### config.mk
export PLATFORM = sky130hd
export DESIGN_NAME = bqc_section
export DESIGN_NICKNAME = d
export VERILOG_FILES = /design/src/sv/bqc_pkg.sv /design/src/sv/bqc_section.sv
export SDC_FILE = /design/constraint.sdc
export NUM_CORES = 2
export LEC_CHECK = 0
export ABC_AREA = 1
export ABC_CLOCK_PERIOD_IN_PS = 9700
export BUFFER_PORTS_ARGS = -buffer_cell sky130_fd_sc_hd__buf_2
export CAP_MARGIN = 20
export CELL_PAD_IN_SITES_DETAIL_PLACEMENT = 0
export CELL_PAD_IN_SITES_GLOBAL_PLACEMENT = 1
export CORE_ASPECT_RATIO = 1.25
export CORE_UTILIZATION = 50
export CTS_CLUSTER_DIAMETER = 60
export DETAILED_ROUTE_END_ITERATION = 8
export PLACE_DENSITY = 0.85
export SYNTH_ARGS = -nofsm -noshare
export SYNTH_HDL_FRONTEND = slang
export SYNTH_SLANG_ARGS = --single-unit
### constraint.sdc
create_clock -name clk -period 9.7 [get_ports clk]
set_input_delay 1.94 -clock clk [delete_from_list [all_inputs] [get_ports clk]]
set_output_delay 1.94 -clock clk [all_outputs]
set_load 0.02 [all_outputs]
### src/sv/bqc_pkg.sv
// ----------------------------------------------------------------------------
// bqc_pkg
// shared types, coefficient table and saturation helpers for the biquad cascade
// ----------------------------------------------------------------------------
package bqc_pkg;

  localparam int SECTIONS  = 4;
  localparam int MODES     = 4;
  localparam int WORD_W    = 40;
  localparam int ACC_W     = 47;
  localparam int TERM_W    = 44;
  localparam int FULL_W    = 72;
  localparam int PART_W    = 56;

  typedef logic signed [31:0]       coef_t;
  typedef logic signed [WORD_W-1:0] dword_t;

  typedef struct packed {
    coef_t b0;
    coef_t b1;
    coef_t b2;
    coef_t a1;
    coef_t a2;
  } coef_set_t;

  // word handed from one section to the next
  typedef struct packed {
    logic   vld;
    dword_t data;
  } bqc_link_t;

  typedef struct packed {
    logic [11:0] sample_in;
    logic [1:0]  channel_sel;
  } bqc_in_t;

  typedef struct packed {
    logic signed [15:0] filtered_out;
    logic [1:0]         channel_out;
  } bqc_out_t;

  // decimal constant scaled by 1e8 into q4.28, rounded half away from zero
  function automatic coef_t qc(longint n);
    longint r;
    r = (n * 64'sd268435456 + 64'sd50000000) / 64'sd100000000;
    return coef_t'(r);
  endfunction

  localparam coef_set_t COEF_TAB [MODES][SECTIONS] = '{
    '{ // muscle
      '{qc(1856301), qc(3712602), qc(1856301), qc(5159732), qc(36347401)},
      '{qc(100000000), -qc(200000000), qc(100000000), -qc(53945795), qc(39764934)},
      '{qc(100000000), qc(200000000), qc(100000000), qc(47319594), qc(70744137)},
      '{qc(100000000), -qc(200000000), qc(100000000), -qc(100211112), qc(74520226)}},
    '{ // brain
      '{qc(71374), qc(142749), qc(71374), -qc(141361551), qc(51060681)},
      '{qc(100000000), qc(200000000), qc(100000000), -qc(164480745), qc(76352964)},
      '{qc(100000000), -qc(200000000), qc(100000000), -qc(198813960), qc(98818120)},
      '{qc(100000000), -qc(200000000), qc(100000000), -qc(199527805), qc(99531780)}},
    '{ // eye
      '{qc(15141), qc(30282), qc(15141), -qc(160403273), qc(64913439)},
      '{qc(100000000), qc(200000000), qc(100000000), -qc(178372179), qc(83788559)},
      '{qc(100000000), -qc(200000000), qc(100000000), -qc(198799122), qc(98803414)},
      '{qc(100000000), -qc(200000000), qc(100000000), -qc(199533934), qc(99537927)}},
    '{ // heart
      '{qc(311190), qc(622381), qc(311190), -qc(115206017), qc(35073306)},
      '{qc(100000000), qc(200000000), qc(100000000), -qc(141577490), qc(66846960)},
      '{qc(100000000), -qc(200000000), qc(100000000), -qc(198823710), qc(98827786)},
      '{qc(100000000), -qc(200000000), qc(100000000), -qc(199523783), qc(99527746)}}
  };

  function automatic dword_t sat40(logic signed [ACC_W-1:0] v);
    if (v > 47'sd549755813887) return 40'sh7F_FFFF_FFFF;
    else if (v < -47'sd549755813888) return 40'sh80_0000_0000;
    else return v[WORD_W-1:0];
  endfunction

  // floor to integer and clip to 16 bits
  function automatic logic signed [15:0] sat16(dword_t v);
    logic signed [23:0] i;
    i = v[WORD_W-1:16];
    if (i > 24'sd32767) return 16'sh7FFF;
    else if (i < -24'sd32768) return 16'sh8000;
    else return i[15:0];
  endfunction

endpackage

### src/sv/bqc_section.sv
// ----------------------------------------------------------------------------
// bqc_section
// one direct-form-ii biquad cell with per-channel delay words and its own
// split multiplier
// ----------------------------------------------------------------------------
module bqc_section
  import bqc_pkg::*;
#(
  parameter int CHANNELS = 4,
  parameter int CH_W     = 2
) (
  input  logic            clk,
  input  logic            rst_n,
  input  bqc_link_t       link_in,
  input  logic [CH_W-1:0] ch_idx,
  input  coef_set_t       coefs,
  output bqc_link_t       link_out
);

  typedef enum logic [6:0] {
    S_IDLE = 7'b0000001,
    S_MLO  = 7'b0000010,
    S_MHI  = 7'b0000100,
    S_CMB  = 7'b0001000,
    S_ACC  = 7'b0010000,
    S_WSAT = 7'b0100000,
    S_DONE = 7'b1000000
  } sec_state_t;

  localparam logic [2:0] K_A1 = 3'd0;
  localparam logic [2:0] K_A2 = 3'd1;
  localparam logic [2:0] K_B1 = 3'd2;
  localparam logic [2:0] K_B2 = 3'd3;
  localparam logic [2:0] K_B0 = 3'd4;

  sec_state_t st_r, st_nxt;
  logic [2:0] k_r;
  logic [CH_W-1:0] ch_r;
  dword_t z1_r, z2_r, w_r;
  logic signed [ACC_W-1:0]  acc_r;
  logic signed [PART_W-1:0] p_r;
  logic signed [FULL_W-1:0] full_r;
  dword_t store_r [CHANNELS][2];

  coef_t  c_sel;
  dword_t d_sel;
  logic signed [TERM_W-1:0] term;

  always_comb begin
    case (k_r)
      K_A1: begin c_sel = coefs.a1; d_sel = z1_r; end
      K_A2: begin c_sel = coefs.a2; d_sel = z2_r; end
      K_B1: begin c_sel = coefs.b1; d_sel = z1_r; end
      K_B2: begin c_sel = coefs.b2; d_sel = z2_r; end
      default: begin c_sel = coefs.b0; d_sel = w_r; end
    endcase
  end

  assign term = full_r[FULL_W-1:28];

  always_comb begin
    st_nxt = st_r;
    unique case (st_r)
      S_IDLE: if (link_in.vld) st_nxt = S_MLO;
      S_MLO:  st_nxt = S_MHI;
      S_MHI:  st_nxt = S_CMB;
      S_CMB:  st_nxt = S_ACC;
      S_ACC: begin
        if (k_r == K_A2) st_nxt = S_WSAT;
        else if (k_r == K_B0) st_nxt = S_DONE;
        else st_nxt = S_MLO;
      end
      S_WSAT: st_nxt = S_MLO;
      S_DONE: st_nxt = S_IDLE;
      default: st_nxt = S_IDLE;
    endcase
  end

  always_ff @(posedge clk) begin
    if (!rst_n) begin
      st_r <= S_IDLE;
      k_r  <= K_A1;
      for (int c = 0; c < CHANNELS; c++) begin
        store_r[c][0] <= '0;
        store_r[c][1] <= '0;
      end
    end else begin
      st_r <= st_nxt;
      unique case (st_r)
        S_IDLE: if (link_in.vld) begin
          acc_r <= ACC_W'(link_in.data);
          z1_r  <= store_r[ch_idx][0];
          z2_r  <= store_r[ch_idx][1];
          ch_r  <= ch_idx;
          k_r   <= K_A1;
        end
        S_MLO: p_r <= PART_W'(c_sel * $signed({1'b0, d_sel[15:0]}));
        S_MHI: begin
          full_r <= FULL_W'(p_r);
          p_r    <= PART_W'(c_sel * $signed(d_sel[WORD_W-1:16]));
        end
        // add high partial product and the half-lsb rounding constant
        S_CMB: full_r <= full_r + (FULL_W'(p_r) <<< 16) + FULL_W'(1 << 27);
        S_ACC: begin
          if (k_r == K_A1 || k_r == K_A2) acc_r <= acc_r - ACC_W'(term);
          else acc_r <= acc_r + ACC_W'(term);
          if (k_r != K_A2 && k_r != K_B0) k_r <= k_r + 3'd1;
        end
        S_WSAT: begin
          w_r   <= sat40(acc_r);
          acc_r <= '0;
          k_r   <= K_B1;
        end
        S_DONE: begin
          store_r[ch_r][0] <= w_r;
          store_r[ch_r][1] <= z1_r;
          k_r <= K_A1;
        end
        default: ;
      endcase
    end
  end

  assign link_out.vld  = (st_r == S_DONE);
  assign link_out.data = sat40(acc_r);

endmodule

After elaboration in Yosys (flattened, before gate mapping)
Memories as Yosys holds them, arrays and structs flattened. A register that Yosys moved wholly into a read port is not among the register bits.
Index checks and enable logic that the tools add are counted.
Widths: inputs -> output; s select.
{ "classes": {"n_addsub": 5, "muxes": 23, "n_mul": 2, "div_mod_pow": 0, "eq_ne": 15, "n_shift": 0, "bitwise": 0, "n_lt_le_gt_ge": 2, "reduce_logical": 16} }
{ "op_table": {"columns": ["operator", "count"], "rows": [
  ["$pmux 72 s2", 1],
  ["$pmux 47 s3", 1],
  ["$pmux 32 s4", 1],
  ["$pmux 56 s2", 1],
  ["$mux 47", 2],
  ["$mux 40", 2],
  ["$mux 80", 1],
  ["$pmux 40 s2", 1],
  ["$reduce_or 80->1", 1],
  ["$add 72x29->72 const B", 1],
  ["$add 72x72->72", 1],
  ["$mul 32x24->56", 1],
  ["$mul 32x17->49", 1],
  ["$add 47x44->47", 1],
  ["$gt 47x40->1 const B", 1],
  ["$lt 47x40->1 const B", 1],
  ["$sub 47x44->47", 1],
  ["$pmux 7 s6", 1],
  ["$mux 7", 3],
  ["$pmux 3 s4", 1],
  ["$reduce_and 3->1", 3],
  ["$eq 7x1->1 const B", 1],
  ["$eq 7x2->1 const B", 1],
  ["$eq 7x3->1 const B", 1],
  ["22 further kinds", 33]
]} }
{ "word_totals": {"reg_bits": 227, "latchBits": 0, "inputBits": 205, "memories": 1, "word_cells": 71, "mem_bits_ro": 0, "ramBits": 320, "output_inout_bits": 41} }
{ "mem_list": {"columns": ["memory", "words", "word_bits", "rd", "rd_clocked_by_memory_dff", "write_ports", "line", "text"], "rows": [
  ["store_r", 4, 80, 1, 1, 4, "bqc_section.sv:43", "dword_t store_r [CHANNELS][2];"]
]} }

Depth between registers and ports, before layout
{ "depth": {"depth_word": 6, "ltp_mapped": 44, "depth_no_buf": 42} }

Least setup slack after synthesis
No wires, ideal clock.
{ "synth_timing": {"kind": "input -> register", "start": "input port rst_n", "end": "register ch_r[0] (enable)", "n_path_buf": 1, "required_ns": 9.077, "stages": 3, "arrival_time_ns": 8.011, "path_slack_ns": 1.066, "path_cell_list": "clkbuf_1 > inv_1 > nor3_1"} }
{ "synth_via": {"elab_chain_len": 1} }
{ "synth_lines": {"columns": ["element", "line", "text"], "rows": [
  ["start: declaration", "bqc_section.sv:13", "input logic rst_n,"],
  ["$reduce_and 3->1 (no line)", null, null],
  ["end signal: assignment", "bqc_section.sv:94", "ch_r <= ch_idx;"],
  ["end: declaration", "bqc_section.sv:38", "logic [CH_W-1:0] ch_r;"]
]} }
Every way passes these cells.
A chain may end at the register's enable or synchronous reset.

Worst setup path in the final report
{ "layout_timing": {"start": "register k_r[2]", "end": "register p_r[30] (data pin)"} }
{ "layout_via": {"elab_chain_len": 5} }
{ "layout_lines": {"columns": ["element", "line", "text"], "rows": [
  ["start: declaration", "bqc_section.sv:37", "logic [2:0] k_r;"],
  ["start signal: assignment", "bqc_section.sv:107", "if (k_r != K_A2 && k_r != K_B0) k_r <= k_r + 3'd1;"],
  ["$eq 3x1->1, or another cell as far along", "bqc_section.sv:50", "case (k_r)"],
  ["$reduce_or 2->1 (no line)", null, null],
  ["$pmux 40 s2", "bqc_section.sv:50", null],
  ["$mul 32x24->56 / $mul 32x17->49 (equally long branches)", "bqc_section.sv:100, bqc_section.sv:97", null],
  ["$pmux 56 s2 *", "bqc_section.sv:89", "unique case (st_r)"],
  ["end signal: assignment", "bqc_section.sv:97", "S_MLO: p_r <= PART_W'(c_sel * $signed({1'b0, d_sel[15:0]}));"],
  ["end signal: assignment", "bqc_section.sv:100", "p_r <= PART_W'(c_sel * $signed(d_sel[WORD_W-1:16]));"],
  ["end: declaration", "bqc_section.sv:41", "logic signed [PART_W-1:0] p_r;"]
]} }
Every way passes the cells marked *; elsewhere a longest branch is shown, timed or not.

==> flow_metrics.env <==
export IMPL_r2r_slack_ps=180
export IMPL_finalCritPeriodShare_pct=98.1
export IMPL_vias=71662
export IMPL_whs_path_depth=2
export IMPL_slowest_stage="inv_2"
export IMPL_grt_max_degree=106
export IMPL_drc=0
export IMPL_regArea_um2=18200
export IMPL_grt_pass1_wl_um=479000
export IMPL_r2r_start="k_r[2]"
export IMPL_path_depth=30
export IMPL_io_buffers=245
export IMPL_synthDistinctLibCells=57
export IMPL_place_hpwl_um=267000
export IMPL_netlist_instances=10277
export IMPL_critPathKind="flop to flop"
export IMPL_path_delay_family="adder cells"
export IMPL_grt_use_total_pct=39.2
export IMPL_synth_nets=12184
export IMPL_cts_htree_levels=3
export IMPL_dieHeight_um=457
export IMPL_cp_common_cell="fa_1"
export IMPL_fillerInstances=15733
export IMPL_max_freq_ghz=0.105
export IMPL_initial_core_util_pct=50.5
export IMPL_synth_top_family_by_area="adder cells"
export IMPL_skew_ps=58.3
export IMPL_design_area_um2=89800
export IMPL_final_nets=12383
export IMPL_worstPathMaxFanout=24
export IMPL_root_buffer="clkbuf_16"
export IMPL_cts_tree="built"
export IMPL_placed_cells=12574
export IMPL_min_from="k_r[2]"
export IMPL_status="finished clean"
export IMPL_worst_skew_pair_late_latency_ps=720
export IMPL_cts_made_buffers=80
export IMPL_grt_ovfl_total=0
export IMPL_layout_drive_gt1_share_pct=7.26
export IMPL_synth_ff_type="edfxtp_1"
export IMPL_route_detailed_wl_per_inst_um=25.6
export IMPL_muxShareOfSynthArea_pct=0
export IMPL_cap_viol_max_count=0
export IMPL_via_per_inst=5.63
export IMPL_drt_iter0_markers=7096
export IMPL_multi_input_area_um2=55000
export IMPL_clkSinkCount=611
export IMPL_min_period_ps=9520
export IMPL_finalCoreUtilization_pct=54.7
export IMPL_antenna_left=0
export IMPL_cp_end_kind="flop"
export IMPL_finalNonFillerCells=12726
export IMPL_synth_simple_area_share_pct=21.1
export IMPL_gp_congestion=1.04
export IMPL_hold_path_end="k_r[2]"
export IMPL_timing_critical_path_buf_inv=8
export IMPL_finalSetupTns_ps=0
export IMPL_cts_clk_slew_worst_paths_ps=60
export IMPL_max_slew_margin_pct=18.3
export IMPL_grt_pass1_vias=73786
export IMPL_worstMarginPinSlew_ps=1210
export IMPL_synth_warnings=0
export IMPL_io_pins=246
export IMPL_start_kind="flop"
export IMPL_cts_buffer_depth=3
export IMPL_die_w_um=366
export IMPL_hold_class="flop to flop"
export IMPL_synth_seq_area_share_pct=22.0
export IMPL_final_cell_mix="nand2_1, inv_1, nor2_1"
export IMPL_cp_arrival_ps=9950
export IMPL_syn_area_um2=82800
export IMPL_hold_viol_final=0
export IMPL_drt_total_wl_um=325000
export IMPL_synth_compound_area_share_pct=6.66
export IMPL_synth_edf_count=601
export IMPL_rr_worst_depth=30
export IMPL_place_area_um2=87100
export IMPL_postCtsHoldBufs=0
export IMPL_setup_viol=0
export IMPL_mostFrequentLayoutCell="nand2_1"
export IMPL_synthArstFlopShare_pct=0
export IMPL_firstDrtPassIters=7
export IMPL_timing_final_max_slew_violations=0
export IMPL_die_area_um2=167000
export IMPL_yosys_area_share_adder_pct=37.3
export IMPL_antenna_found_initial=9
export IMPL_rsz0062_at_grt="yes"
export IMPL_syn_area_per_cell_um2=8.06
export IMPL_coreArea_um2=164000
export IMPL_rows=166
export IMPL_r2r_end="p_r[30]"
export IMPL_critPathRequiredTime_ps=10130
export IMPL_synth_seq_cells=611
export IMPL_synth_xor_area_share_pct=1.10
export IMPL_area_delta_synth_final_pct=8.45
export IMPL_slowest_delay_ps=550
sequential cells by signal, summed over array words and instances, names as in the netlist, 3 cells and up:
signal   flops
p_r         56
full_r      56
store_r    320
acc_r       47
k_r          3
w_r         40
st_r         7
z2_r        40
z1_r        40
kinds of logic (layout without fill, tap and decap cells):
family                   after synthesis  count (layout)
AND/OR/NAND/NOR                     4375            4375
flip-flops                           611             611
buffers and inverters               2501            2761
XOR/XNOR                             104             104
AO/OA/AOI/OAI                        984             984
adder cells (fa/ha/maj)             1702            1702
other                                  0               5
worst reg2reg max path, delay by kind of cell (launching register included):
| family | cells | cell delay, ps |
|---|---|---|
| AND/OR/NAND/NOR | 10 | 1940 |
| AO/OA/AOI/OAI | 3 | 770 |
| adder cells (fa/ha/maj) | 9 | 4420 |
| buffers and inverters | 8 | 1780 |
| flip-flops | 1 | 350 |
final cells by class:
| cell class | instances | area share (%) |
|---|---|---|
| Clock inverter | 38 | 0.570 |
| Tap cell | 2184 | 3.04 |
| Inverter | 2131 | 8.93 |
| Clock buffer | 105 | 2.39 |
| Multi-Input combinational cell | 7165 | 61.3 |
| Timing Repair Buffer | 487 | 3.45 |
| Sequential cell | 611 | 20.3 |
| Antenna cell | 5 | 0.0139 |
Yosys cell counts, types with 6 or more instances:
| master | count | area share [%] |
|---|---|---|
| o22ai_1 | 80 | 0.60 |
| buf_1 | 7 | 0.032 |
| buf_4 | 13 | 0.12 |
| xnor2_1 | 38 | 0.40 |
| a21o_1 | 10 | 0.091 |
| buf_6 | 18 | 0.24 |
| or2_1 | 13 | 0.098 |
| a31oi_1 | 11 | 0.083 |
| a21oi_1 | 302 | 1.8 |
| o21ai_0 | 465 | 2.8 |
| buf_2 | 185 | 1.1 |
| edfxtp_1 | 601 | 22 |
| inv_1 | 2075 | 9.4 |
| nand3_1 | 333 | 2.0 |
| a21oi_2 | 19 | 0.20 |
| nand4_1 | 98 | 0.74 |
| nor2_1 | 1521 | 6.9 |
| nor4_1 | 10 | 0.076 |
| a21boi_0 | 6 | 0.054 |
| o21ai_1 | 14 | 0.085 |
| nand2_2 | 25 | 0.19 |
| or2_2 | 22 | 0.17 |
| clkbuf_1 | 146 | 0.66 |
| nand2_1 | 2278 | 10 |
| fa_1 | 1274 | 31 |
| ha_1 | 428 | 6.5 |
| inv_2 | 53 | 0.24 |
| dfxtp_1 | 10 | 0.24 |
| a32o_1 | 21 | 0.25 |
| xor2_1 | 66 | 0.70 |
| nand3b_1 | 17 | 0.15 |
| nor3_1 | 37 | 0.22 |
| o21bai_1 | 32 | 0.29 |
layer usage:
| metal | global-route usage (%) | routed length [µm] | vias to the layer above |
|---|---|---|---|
| li1 | - | - | 31740 |
| met1 | 49.8 | 124000 | 35656 |
| met2 | 62.0 | 149000 | 3532 |
| met3 | 8.80 | 30900 | 726 |
| met4 | 21.6 | 21400 | 8 |
| met5 | 0 | 54 | - |
stage by stage:
| stage | worst slack [ps] | hold WS [ps] |
|---|---|---|
| after floorplan | 1070 | 491 |
| after global placement | 50.1 | 511 |
| after detailed placement | 70.4 | 516 |
| after CTS | 23.8 | 526 |
| after global routing | -22.1 | 574 |
| final | 182 | 525 |
timing repair:
item                       CTS  global route
resized for setup            0            10
buffers inserted             0             4
setup endpoints to repair    0            15
how the worst max path moves through the flow:
stage	startpoint	end	slack (ps)
after global routing	k_r[2]	p_r[23]	-20
after floorplan	rst_n	ch_r[0]	1070
after CTS	k_r[0]	p_r[40]	20
after detailed placement	coefs[107]	p_r[40]	70
final	k_r[2]	p_r[30]	180
after global placement	coefs[107]	p_r[40]	50
Power is not shown: default switching activity piles up to over one toggle a cycle in this logic, so the estimate is an artifact.
